<file path="src/ods_pkg.sv">
// ----------------------------------------------------------------------------
// ods_pkg
// Shared constants, the arctangent table and control types for the odometry
// relative pose stream.
// ----------------------------------------------------------------------------
package ods_pkg;

  localparam int unsigned CordicStepsDef = 32;
  localparam int unsigned CordicStepsMax = 40;
  localparam int unsigned AtanIdxW       = 6;

  // Four guard bits on top of a 33-bit difference, plus headroom for the
  // quarter turn and the CORDIC gain.
  localparam int unsigned GuardBits = 4;
  localparam int unsigned CordW     = 40;
  localparam int unsigned AngW      = 34;

  // Inverse CORDIC gain in Q0.30.
  localparam int unsigned GainW         = 30;
  localparam logic [GainW-1:0] GainQ30  = 30'd652032874;
  localparam int unsigned MulAW         = 32;
  localparam int unsigned ProdW         = MulAW + GainW;
  localparam int unsigned SumW          = 72;
  localparam int unsigned ScaleShift    = 30 + GuardBits;

  typedef struct packed {
    logic load;
    logic step;
  } cordic_ctrl_t;

  function automatic logic [31:0] atan_lookup(input logic [AtanIdxW-1:0] idx);
    logic [31:0] v;
    case (idx)
      6'd0:  v = 32'h2000_0000;
      6'd1:  v = 32'h12E4_051E;
      6'd2:  v = 32'h09FB_385B;
      6'd3:  v = 32'h0511_11D4;
      6'd4:  v = 32'h028B_0D43;
      6'd5:  v = 32'h0145_D7E1;
      6'd6:  v = 32'h00A2_F61E;
      6'd7:  v = 32'h0051_7C55;
      6'd8:  v = 32'h0028_BE53;
      6'd9:  v = 32'h0014_5F2F;
      6'd10: v = 32'h000A_2F98;
      6'd11: v = 32'h0005_17CC;
      6'd12: v = 32'h0002_8BE6;
      6'd13: v = 32'h0001_45F3;
      6'd14: v = 32'h0000_A2FA;
      6'd15: v = 32'h0000_517D;
      6'd16: v = 32'h0000_28BE;
      6'd17: v = 32'h0000_145F;
      6'd18: v = 32'h0000_0A30;
      6'd19: v = 32'h0000_0518;
      6'd20: v = 32'h0000_028C;
      6'd21: v = 32'h0000_0146;
      6'd22: v = 32'h0000_00A3;
      6'd23: v = 32'h0000_0051;
      6'd24: v = 32'h0000_0029;
      6'd25: v = 32'h0000_0014;
      6'd26: v = 32'h0000_000A;
      6'd27: v = 32'h0000_0005;
      6'd28: v = 32'h0000_0003;
      6'd29: v = 32'h0000_0001;
      6'd30: v = 32'h0000_0001;
      default: v = 32'h0000_0000;
    endcase
    return v;
  endfunction

endpackage

</file>
<file path="src/ods_stream_if.sv">
// ----------------------------------------------------------------------------
// ods_stream_if
// Valid/ready channels for tracker records in and relative pose items out.
// ----------------------------------------------------------------------------
interface ods_in_if;
  logic               valid;
  logic               ready;
  logic [31:0]        time_stamp;
  logic signed [31:0] steer_ticks;
  logic [31:0]        traction_ticks;
  logic signed [31:0] pose_x;
  logic signed [31:0] pose_y;
  logic signed [31:0] pose_angle;
  logic               first_record;

  modport source (
    output valid, time_stamp, steer_ticks, traction_ticks, pose_x, pose_y,
           pose_angle, first_record,
    input  ready
  );
  modport sink (
    input  valid, time_stamp, steer_ticks, traction_ticks, pose_x, pose_y,
           pose_angle, first_record,
    output ready
  );
endinterface

interface ods_out_if;
  logic               valid;
  logic               ready;
  logic [31:0]        time_out;
  logic signed [31:0] steer_ticks_out;
  logic signed [31:0] traction_delta;
  logic signed [31:0] rel_x;
  logic signed [31:0] rel_y;
  logic signed [31:0] rel_angle;

  modport source (
    output valid, time_out, steer_ticks_out, traction_delta, rel_x, rel_y,
           rel_angle,
    input  ready
  );
  modport sink (
    input  valid, time_out, steer_ticks_out, traction_delta, rel_x, rel_y,
           rel_angle,
    output ready
  );
endinterface

</file>
<file path="src/ods_cordic.sv">
// ----------------------------------------------------------------------------
// ods_cordic
// Rotation-mode CORDIC datapath: one micro-rotation per step, shared adders.
// ----------------------------------------------------------------------------
module ods_cordic #(
  parameter int unsigned CORDIC_STEPS = ods_pkg::CordicStepsDef,
  parameter int unsigned IterW        = $clog2(CORDIC_STEPS)
) (
  input  logic                               clk_i,
  input  ods_pkg::cordic_ctrl_t              ctrl_i,
  input  logic [IterW-1:0]                   idx_i,
  input  logic signed [ods_pkg::CordW-1:0]   x_i,
  input  logic signed [ods_pkg::CordW-1:0]   y_i,
  input  logic signed [ods_pkg::AngW-1:0]    z_i,
  output logic signed [ods_pkg::CordW-1:0]   x_o,
  output logic signed [ods_pkg::CordW-1:0]   y_o
);
  import ods_pkg::*;

  logic signed [CordW-1:0] x_q, x_d, y_q, y_d, xs, ys;
  logic signed [AngW-1:0]  z_q, z_d, atan_v;

  assign xs     = y_q >>> idx_i;
  assign ys     = x_q >>> idx_i;
  assign atan_v = signed'({2'b00, atan_lookup(AtanIdxW'(idx_i))});

  always_comb begin
    x_d = x_q;
    y_d = y_q;
    z_d = z_q;
    if (ctrl_i.load) begin
      x_d = x_i;
      y_d = y_i;
      z_d = z_i;
    end else if (ctrl_i.step) begin
      // Steer toward zero residual angle.
      if (!z_q[AngW-1]) begin
        x_d = x_q - xs;
        y_d = y_q + ys;
        z_d = z_q - atan_v;
      end else begin
        x_d = x_q + xs;
        y_d = y_q - ys;
        z_d = z_q + atan_v;
      end
    end
  end

  always_ff @(posedge clk_i) begin
    x_q <= x_d;
    y_q <= y_d;
    z_q <= z_d;
  end

  assign x_o = x_q;
  assign y_o = y_q;

endmodule

</file>
<file path="src/ods_gain_mul.sv">
// ----------------------------------------------------------------------------
// ods_gain_mul
// Registered multiplier by the inverse CORDIC gain, used once per half word.
// ----------------------------------------------------------------------------
module ods_gain_mul (
  input  logic                         clk_i,
  input  logic [ods_pkg::MulAW-1:0]    a_i,
  output logic [ods_pkg::ProdW-1:0]    prod_o
);
  import ods_pkg::*;

  logic [ProdW-1:0] prod_q, prod_d;

  assign prod_d = ProdW'(a_i) * ProdW'(GainQ30);

  always_ff @(posedge clk_i) begin
    prod_q <= prod_d;
  end

  assign prod_o = prod_q;

endmodule

</file>
<file path="src/odometry_delta_stream.sv">
// ----------------------------------------------------------------------------
// odometry_delta_stream
// Relative planar pose between consecutive tracker records, using an
// iterative CORDIC rotation and a shared gain-correction multiplier.
// ----------------------------------------------------------------------------
//   channel | dir | handshake   | payload
//   in_i    | in  | valid/ready | time, steer, traction, pose x/y/angle, first
//   out_o   | out | valid/ready | time, steer, traction delta, rel x/y/angle
//
// Each item runs through the CORDIC loop, one step per cycle, and then
// through four passes of the gain multiplier before its result is valid.
// in_i.ready is high only while the sequencer is idle; a finished result sits
// in the output register, so a new item can be taken while it waits.
// Reset clears the sequencer, the output valid and the previous-record state.
module odometry_delta_stream #(
  parameter int unsigned CORDIC_STEPS = ods_pkg::CordicStepsDef
) (
  input  logic   clk_i,
  input  logic   rst_ni,
  ods_in_if.sink    in_i,
  ods_out_if.source out_o
);
  import ods_pkg::*;

  localparam int unsigned IterW = $clog2(CORDIC_STEPS);
  localparam int unsigned StW   = 2;
  localparam logic [StW-1:0] SIdle = 2'd0;
  localparam logic [StW-1:0] SRot  = 2'd1;
  localparam logic [StW-1:0] SMul  = 2'd2;
  localparam logic [StW-1:0] SDone = 2'd3;

  logic [StW-1:0]   state_q, state_d;
  logic [IterW-1:0] iter_q, iter_d;
  logic [2:0]       k_q, k_d;
  logic             accept;

  // Previous record.
  logic [31:0] prev_x_q, prev_y_q, prev_h_q, prev_t_q;
  logic        have_prev_q;

  // Item in flight.
  logic [31:0] time_q, steer_q, tdelta_q, ang_q, relx_q, rely_q;
  logic [ProdW-1:0] lo_q;

  // Output register.
  logic        out_valid_q;
  logic [31:0] o_time_q, o_steer_q, o_tdelta_q, o_ang_q, o_relx_q, o_rely_q;

  // Setup of a new item.
  logic              use_cur;
  logic [31:0]       ref_x, ref_y, ref_h, ref_t, a_neg, q_sum, resid;
  logic [32:0]       dx, dy;
  logic [1:0]        quad;
  logic signed [CordW-1:0] x0, y0, x_ld, y_ld, x_cur, y_cur;
  logic signed [AngW-1:0]  z_ld;

  cordic_ctrl_t cctrl;

  assign accept  = in_i.valid && in_i.ready;
  assign use_cur = in_i.first_record || !have_prev_q;

  always_comb begin
    ref_x = use_cur ? in_i.pose_x         : prev_x_q;
    ref_y = use_cur ? in_i.pose_y         : prev_y_q;
    ref_h = use_cur ? in_i.pose_angle     : prev_h_q;
    ref_t = use_cur ? in_i.traction_ticks : prev_t_q;
    dx    = {in_i.pose_x[31], in_i.pose_x} - {ref_x[31], ref_x};
    dy    = {in_i.pose_y[31], in_i.pose_y} - {ref_y[31], ref_y};
    x0    = signed'({{(CordW-33-GuardBits){dx[32]}}, dx, {GuardBits{1'b0}}});
    y0    = signed'({{(CordW-33-GuardBits){dy[32]}}, dy, {GuardBits{1'b0}}});
    // Rotate by minus the previous heading: exact quarter turns first, the
    // residual within an eighth of a turn goes to the CORDIC.
    a_neg = 32'd0 - ref_h;
    q_sum = a_neg + 32'h2000_0000;
    quad  = q_sum[31:30];
    resid = a_neg - {quad, 30'd0};
    z_ld  = signed'({{(AngW-32){resid[31]}}, resid});
    unique case (quad)
      2'd0: begin x_ld = x0;  y_ld = y0;  end
      2'd1: begin x_ld = -y0; y_ld = x0;  end
      2'd2: begin x_ld = -x0; y_ld = -y0; end
      2'd3: begin x_ld = y0;  y_ld = -x0; end
      default: begin x_ld = x0; y_ld = y0; end
    endcase
  end

  assign cctrl.load = accept;
  assign cctrl.step = (state_q == SRot);

  ods_cordic #(
    .CORDIC_STEPS (CORDIC_STEPS),
    .IterW        (IterW)
  ) u_cordic (
    .clk_i  (clk_i),
    .ctrl_i (cctrl),
    .idx_i  (iter_q),
    .x_i    (x_ld),
    .y_i    (y_ld),
    .z_i    (z_ld),
    .x_o    (x_cur),
    .y_o    (y_cur)
  );

  // Gain correction: magnitude split into low and high words, each multiplied
  // in turn; the high product is added 32 bits up with rounding.
  logic [CordW-1:0]  mag_sel;
  logic              neg_use;
  logic [MulAW-1:0]  mul_a;
  logic [ProdW-1:0]  prod;
  logic [1:0]        j;
  logic [SumW-1:0]   sum;
  logic [SumW-ScaleShift-1:0] qv;
  logic [31:0]       sat_v;

  assign mag_sel = k_q[1] ? (y_cur[CordW-1] ? CordW'(-y_cur) : CordW'(y_cur))
                          : (x_cur[CordW-1] ? CordW'(-x_cur) : CordW'(x_cur));
  assign mul_a   = k_q[0] ? MulAW'(mag_sel[CordW-1:32]) : mag_sel[31:0];

  ods_gain_mul u_mul (
    .clk_i  (clk_i),
    .a_i    (mul_a),
    .prod_o (prod)
  );

  assign j       = 2'(k_q - 3'd1);
  assign neg_use = j[1] ? y_cur[CordW-1] : x_cur[CordW-1];
  assign sum     = SumW'({prod, 32'd0}) + SumW'(lo_q) + (SumW'(1) << (ScaleShift - 1));
  assign qv      = sum[SumW-1:ScaleShift];

  always_comb begin
    if (neg_use) begin
      sat_v = (qv > (SumW-ScaleShift)'(32'h8000_0000)) ? 32'h8000_0000
                                                       : 32'd0 - qv[31:0];
    end else begin
      sat_v = (qv > (SumW-ScaleShift)'(32'h7FFF_FFFF)) ? 32'h7FFF_FFFF : qv[31:0];
    end
  end

  // Sequencer.
  always_comb begin
    state_d = state_q;
    iter_d  = iter_q;
    k_d     = k_q;
    unique case (state_q)
      SIdle: begin
        if (accept) begin
          state_d = SRot;
          iter_d  = '0;
        end
      end
      SRot: begin
        if (iter_q == IterW'(CORDIC_STEPS - 1)) begin
          state_d = SMul;
          k_d     = 3'd0;
        end else begin
          iter_d = iter_q + 1'b1;
        end
      end
      SMul: begin
        k_d = k_q + 3'd1;
        if (k_q == 3'd4) begin
          state_d = SDone;
        end
      end
      SDone: begin
        if (!out_valid_q || out_o.ready) begin
          state_d = SIdle;
        end
      end
      default: state_d = SIdle;
    endcase
  end

  always_ff @(posedge clk_i or negedge rst_ni) begin
    if (!rst_ni) begin
      state_q     <= SIdle;
      iter_q      <= '0;
      k_q         <= '0;
      out_valid_q <= 1'b0;
      have_prev_q <= 1'b0;
      prev_x_q    <= '0;
      prev_y_q    <= '0;
      prev_h_q    <= '0;
      prev_t_q    <= '0;
    end else begin
      state_q <= state_d;
      iter_q  <= iter_d;
      k_q     <= k_d;
      if (accept) begin
        have_prev_q <= 1'b1;
        prev_x_q    <= in_i.pose_x;
        prev_y_q    <= in_i.pose_y;
        prev_h_q    <= in_i.pose_angle;
        prev_t_q    <= in_i.traction_ticks;
      end
      if (state_q == SDone && (!out_valid_q || out_o.ready)) begin
        out_valid_q <= 1'b1;
      end else if (out_o.ready) begin
        out_valid_q <= 1'b0;
      end
    end
  end

  always_ff @(posedge clk_i) begin
    if (accept) begin
      time_q   <= in_i.time_stamp;
      steer_q  <= in_i.steer_ticks;
      tdelta_q <= in_i.traction_ticks - ref_t;
      ang_q    <= in_i.pose_angle - ref_h;
    end
    if (state_q == SMul && k_q != 3'd0) begin
      if (!j[0]) begin
        lo_q <= prod;
      end else if (!j[1]) begin
        relx_q <= sat_v;
      end else begin
        rely_q <= sat_v;
      end
    end
    if (state_q == SDone && (!out_valid_q || out_o.ready)) begin
      o_time_q   <= time_q;
      o_steer_q  <= steer_q;
      o_tdelta_q <= tdelta_q;
      o_ang_q    <= ang_q;
      o_relx_q   <= relx_q;
      o_rely_q   <= rely_q;
    end
  end

  assign in_i.ready            = (state_q == SIdle);
  assign out_o.valid           = out_valid_q;
  assign out_o.time_out        = o_time_q;
  assign out_o.steer_ticks_out = signed'(o_steer_q);
  assign out_o.traction_delta  = signed'(o_tdelta_q);
  assign out_o.rel_x           = signed'(o_relx_q);
  assign out_o.rel_y           = signed'(o_rely_q);
  assign out_o.rel_angle       = signed'(o_ang_q);

endmodule

</file>
<file path="src/flat_wrapper.sv">
// flat-port wrapper written by rule: the top's interface ports become plain ports
module odometry_delta_stream_flat import ods_pkg::*;
#(
  parameter int unsigned CORDIC_STEPS = ods_pkg::CordicStepsDef
)
  (clk_i, rst_ni, in_i_valid, in_i_time_stamp, in_i_steer_ticks, in_i_traction_ticks, in_i_pose_x, in_i_pose_y, in_i_pose_angle, in_i_first_record, in_i_ready, out_o_valid, out_o_time_out, out_o_steer_ticks_out, out_o_traction_delta, out_o_rel_x, out_o_rel_y, out_o_rel_angle, out_o_ready);
  ods_in_if in_i_i ();
  ods_out_if out_o_i ();
  input  logic clk_i;
  input  logic rst_ni;
  input wire logic [$bits(in_i_i.valid)-1:0] in_i_valid;
  input wire logic [$bits(in_i_i.time_stamp)-1:0] in_i_time_stamp;
  input wire logic [$bits(in_i_i.steer_ticks)-1:0] in_i_steer_ticks;
  input wire logic [$bits(in_i_i.traction_ticks)-1:0] in_i_traction_ticks;
  input wire logic [$bits(in_i_i.pose_x)-1:0] in_i_pose_x;
  input wire logic [$bits(in_i_i.pose_y)-1:0] in_i_pose_y;
  input wire logic [$bits(in_i_i.pose_angle)-1:0] in_i_pose_angle;
  input wire logic [$bits(in_i_i.first_record)-1:0] in_i_first_record;
  output wire logic [$bits(in_i_i.ready)-1:0] in_i_ready;
  output wire logic [$bits(out_o_i.valid)-1:0] out_o_valid;
  output wire logic [$bits(out_o_i.time_out)-1:0] out_o_time_out;
  output wire logic [$bits(out_o_i.steer_ticks_out)-1:0] out_o_steer_ticks_out;
  output wire logic [$bits(out_o_i.traction_delta)-1:0] out_o_traction_delta;
  output wire logic [$bits(out_o_i.rel_x)-1:0] out_o_rel_x;
  output wire logic [$bits(out_o_i.rel_y)-1:0] out_o_rel_y;
  output wire logic [$bits(out_o_i.rel_angle)-1:0] out_o_rel_angle;
  input wire logic [$bits(out_o_i.ready)-1:0] out_o_ready;
  assign in_i_i.valid = in_i_valid;
  assign in_i_i.time_stamp = in_i_time_stamp;
  assign in_i_i.steer_ticks = in_i_steer_ticks;
  assign in_i_i.traction_ticks = in_i_traction_ticks;
  assign in_i_i.pose_x = in_i_pose_x;
  assign in_i_i.pose_y = in_i_pose_y;
  assign in_i_i.pose_angle = in_i_pose_angle;
  assign in_i_i.first_record = in_i_first_record;
  assign in_i_ready = in_i_i.ready;
  assign out_o_valid = out_o_i.valid;
  assign out_o_time_out = out_o_i.time_out;
  assign out_o_steer_ticks_out = out_o_i.steer_ticks_out;
  assign out_o_traction_delta = out_o_i.traction_delta;
  assign out_o_rel_x = out_o_i.rel_x;
  assign out_o_rel_y = out_o_i.rel_y;
  assign out_o_rel_angle = out_o_i.rel_angle;
  assign out_o_i.ready = out_o_ready;
  odometry_delta_stream #(.CORDIC_STEPS(CORDIC_STEPS)) u_core (.clk_i(clk_i), .rst_ni(rst_ni), .in_i(in_i_i), .out_o(out_o_i));
endmodule
</file>
<file path="config.mk">
export PLATFORM = sky130hd
export DESIGN_NAME = odometry_delta_stream_flat
export DESIGN_NICKNAME = d
export VERILOG_FILES = /design/src/ods_pkg.sv /design/src/ods_stream_if.sv /design/src/ods_cordic.sv /design/src/ods_gain_mul.sv /design/src/odometry_delta_stream.sv /design/src/flat_wrapper.sv
export SDC_FILE = /design/constraint.sdc
export NUM_CORES = 2
export LEC_CHECK = 0
export BUFFER_PORTS_ARGS = -buffer_cell sky130_fd_sc_hd__buf_2
export CAP_MARGIN = 20
export CORE_MARGIN = 2
export CORE_UTILIZATION = 55
export DETAILED_ROUTE_END_ITERATION = 6
export PLACE_DENSITY = 0.79
export SETUP_SLACK_MARGIN = 0.15
export SYNTH_ARGS = -nofsm -noshare
export SYNTH_HDL_FRONTEND = slang
export SYNTH_HIERARCHICAL = 1
export SYNTH_SLANG_ARGS = --single-unit
</file>
<file path="constraint.sdc">
create_clock -name clk_i -period 24.5 [get_ports clk_i]
set_input_delay 6.125 -clock clk_i [delete_from_list [all_inputs] [get_ports clk_i]]
set_output_delay 6.125 -clock clk_i [all_outputs]
set_load 0.05 [all_outputs]
</file>
==> impl_metrics.toml <==
[outcome]
status = "finished with violations"
violations = "design-rule violations"

[setup_path]
cp-start-kind = "input pin"
required_ns = 24.90
crit_fanout = 50
worstSetupPathType = "input pin to register"
cp-end-kind = "register"
worstRegToRegCells = 30
r2r-end = "u_core/u_mul/prod_o[40]$_DFF_P_"
rrSetupSlack_ns = 12.96
critPathArrivalTime_ns = 12.31
timing.rr.start = "u_core/u_cordic/x_o[8]$_DFFE_PP_"

[yosys]
yosysMostFrequentCell = "inv_1"
ys.flop_type = "edfxtp_1"
synth_area_leader_cell = "edfxtp_1"
synth.ff_latch_count = 729
ys.warnings.count = 6
avgSynthCellArea_um2 = 9.704
ys_top_cells_by_area = "edfxtp_1 (21%), fa_1 (12%), ha_1 (11%)"
synth_edf_count = 528
yosysTopAreaCellShare_pct = 21.11
ys_seq_area_share_pct = 27.40
synthCells = 7739
synthesis.area_um2 = 75100
ys_types = 132
async_flop_share_pct = 19.20
synth_common_cells = "inv_1 (878), ha_1 (684), nand2_1 (542)"

[routing]
drt_iter0_drc = 5764
dr_total_vias = 62325
wl_per_cell_um = 25.34
via_per_inst = 6.295
drtPass1Iterations = 7
wl_um = 250900
drc_errors = 9
ant_nets = 0

[sta]
setup_tns_ns = 0
max_freq_mhz = 83.99
slew_viol_final = 0
relSlewSlack_pct = 17.73
rsz0062_at_grt = "false"
period_share_pct = 48.60
worst_clock_skew_ns = 0.07534
final_hold_viol_count = 0
finalSetupViolCount = 0
worstMarginPinSlew_ns = 1.226
finalCriticalPeriod_ns = 11.91

[flow_run]
drv_cap = 0

[global_routing]
grt_pass1_vias = 62886
grt_pass1_wl_um = 378900
grtUsageTotal_pct = 35.29
grt_max_degree = 174
grt.overflow.total = 0
antenna_found_initial = 21

[floorplan]
core_um2 = 135500
io_pins = 391
die_area_um2 = 139500
start_util_pct = 55.44
die_w_um = 373.5
rows = 135
die_h_um = 373.5

[placement]
dpl_cell_area_um2 = 79010
gp_congestion = 1.044
hpwl_um = 197500
port_buffers = 390

[cells_and_area]
syn2layout_area_growth_pct = 9.018
nets = 9377
drive_above_1_share_pct = 12.73
design_area_um2 = 81870

[min_path]
hold_start = "u_core/u_mul/prod_o[45]$_DFF_P_"
holdPathStages = 0
min_to = "u_core/lo_q[45]$_DFFE_PP_"
hold_path_class = "register to register"

[clock_network]
numCtsBuffers = 80
clock-sinks = 729
insertion_delay_ns = 0.72
post_cts_buffers = 0
cts_tree = "yes"
h-tree-depth = 3
cts.hold.buffers_added = 0
cts.path.max_buffers = 3
cts_resized = 0
clkTransAtPathRegs_ns = 0.06
cts-root-buf = "clkbuf_16"
## sequential cells by signal, summed over array words and instances (netlist names), 34 cells and up
| name | flops |
|---|---|
| u_core/u_cordic/y_o | 40 |
| u_core/u_mul/prod_o | 61 |
| u_core/u_cordic/z_q | 34 |
| u_core/u_cordic/x_o | 40 |
## per-stage QoR
step | setup slack [ns] | utilization (%) | hold slack [ns] | instances
2_1_floorplan | 11.35 | - | 0.3855 | 7746
6_report | 12.59 | 60.44 | 0.4041 | 9900
3_3_place_gp | 12.04 | 58.32 | 0.3923 | 9725
3_5_place_dp | 12.15 | 58.33 | 0.3913 | 9728
5_1_grt | 12.15 | 60.43 | 0.3923 | 9898
4_1_cts | 12.89 | 60.39 | 0.3972 | 9878
## layout by cell type, fill, tap and decap left out, types with 46 or more instances in the layout
| cell | n |
|---|---|
| buf_2 | 390 |
| buf_4 | 117 |
| dfrtp_1 | 134 |
| dfxtp_1 | 61 |
| o21ai_0 | 396 |
| nor2b_1 | 64 |
| a21o_1 | 150 |
| ha_1 | 683 |
| a21oi_1 | 481 |
| a31oi_1 | 79 |
| o31ai_1 | 60 |
| xor2_1 | 222 |
| nand2b_1 | 72 |
| mux2i_1 | 225 |
| fa_1 | 466 |
| o21a_1 | 57 |
| nor2_1 | 456 |
| clkbuf_16 | 80 |
| mux2_2 | 183 |
| or3_1 | 46 |
| inv_1 | 877 |
| nand2_1 | 541 |
| xnor2_1 | 340 |
| nand4_1 | 58 |
| nor3_1 | 149 |
| nand3_1 | 125 |
| a211oi_1 | 68 |
| mux4_2 | 74 |
| and3_1 | 61 |
| edfxtp_1 | 528 |
## cell type report
class                      count  area [um2]
antenna                       21       52.55
clock buffer                 109        2191
clock inverter                41       608.1
fill                       11386       53590
inverter                     883        3322
multi-input combinational   5825       49990
sequential                   729       20600
tap                         1781        2228
timing repair buffer         511        2885
## how the worst max path moves through the flow
stage	endpoint	startpoint	slack [ns]	depth (start not counted)
final	u_core/u_cordic/y_o[35]$_DFFE_PP_	in_i_first_record	12.59	22
after global routing	u_core/u_cordic/y_o[35]$_DFFE_PP_	in_i_first_record	12.15	22
after CTS	u_core/u_cordic/y_o[35]$_DFFE_PP_	in_i_first_record	12.89	20
after detailed placement	u_core/u_cordic/y_o[35]$_DFFE_PP_	in_i_first_record	12.15	22
after global placement	u_core/u_cordic/y_o[35]$_DFFE_PP_	in_i_first_record	12.04	20
after floorplan	u_core/u_cordic/x_o[0]$_DFFE_PP_	in_i_valid	11.35	7
## worst max-delay path, stage by stage
cell and delay [ns]:
buf_2 0.13, nor2b_4 0.10, buf_4 0.62, nand2_1 0.10, o21ai_0 0.11, ha_1 0.22, inv_1 0.06, fa_1 0.48
a211oi_4 0.34, nor2_1 0.17, xnor2_1 0.36, o2111a_1 0.32, or3b_1 0.55, nor4_1 0.92, nand4_1 0.30, nor3_1 0.33
nand4_1 0.20, o31ai_1 0.35, mux2i_1 0.23, nand3_1 0.09, nand2_1 0.07, o21ai_0 0.08
## logic make-up (layout without fill, tap and decap cells)
kind of cell / Yosys count / count (layout) / share of synthesized area, %
flip-flops: 729 / 729 / 27.40
AO/OA/AOI/OAI: 1787 / 1787 / 15.60
other: 2 / 30 / 0.01000
AND/OR/NAND/NOR: 1812 / 1812 / 11.87
adder cells (fa/ha/maj): 1150 / 1150 / 23.82
multiplexers: 501 / 501 / 8.402
buffers and inverters: 1192 / 1544 / 6.276
XOR/XNOR: 566 / 566 / 6.621
## layer usage
metal	track usage (%)	share of wire, %	vias to the layer above
met5	0	0	-
met4	21.30	6.8	0
met3	6.287	7.2	809
met2	59.63	48	2706
met1	41.99	38	30593
li1	-	-	28217
Power is left out: the tool's default activity adds up to more than one toggle a clock period on the data nets, which glitch-free logic cannot reach.
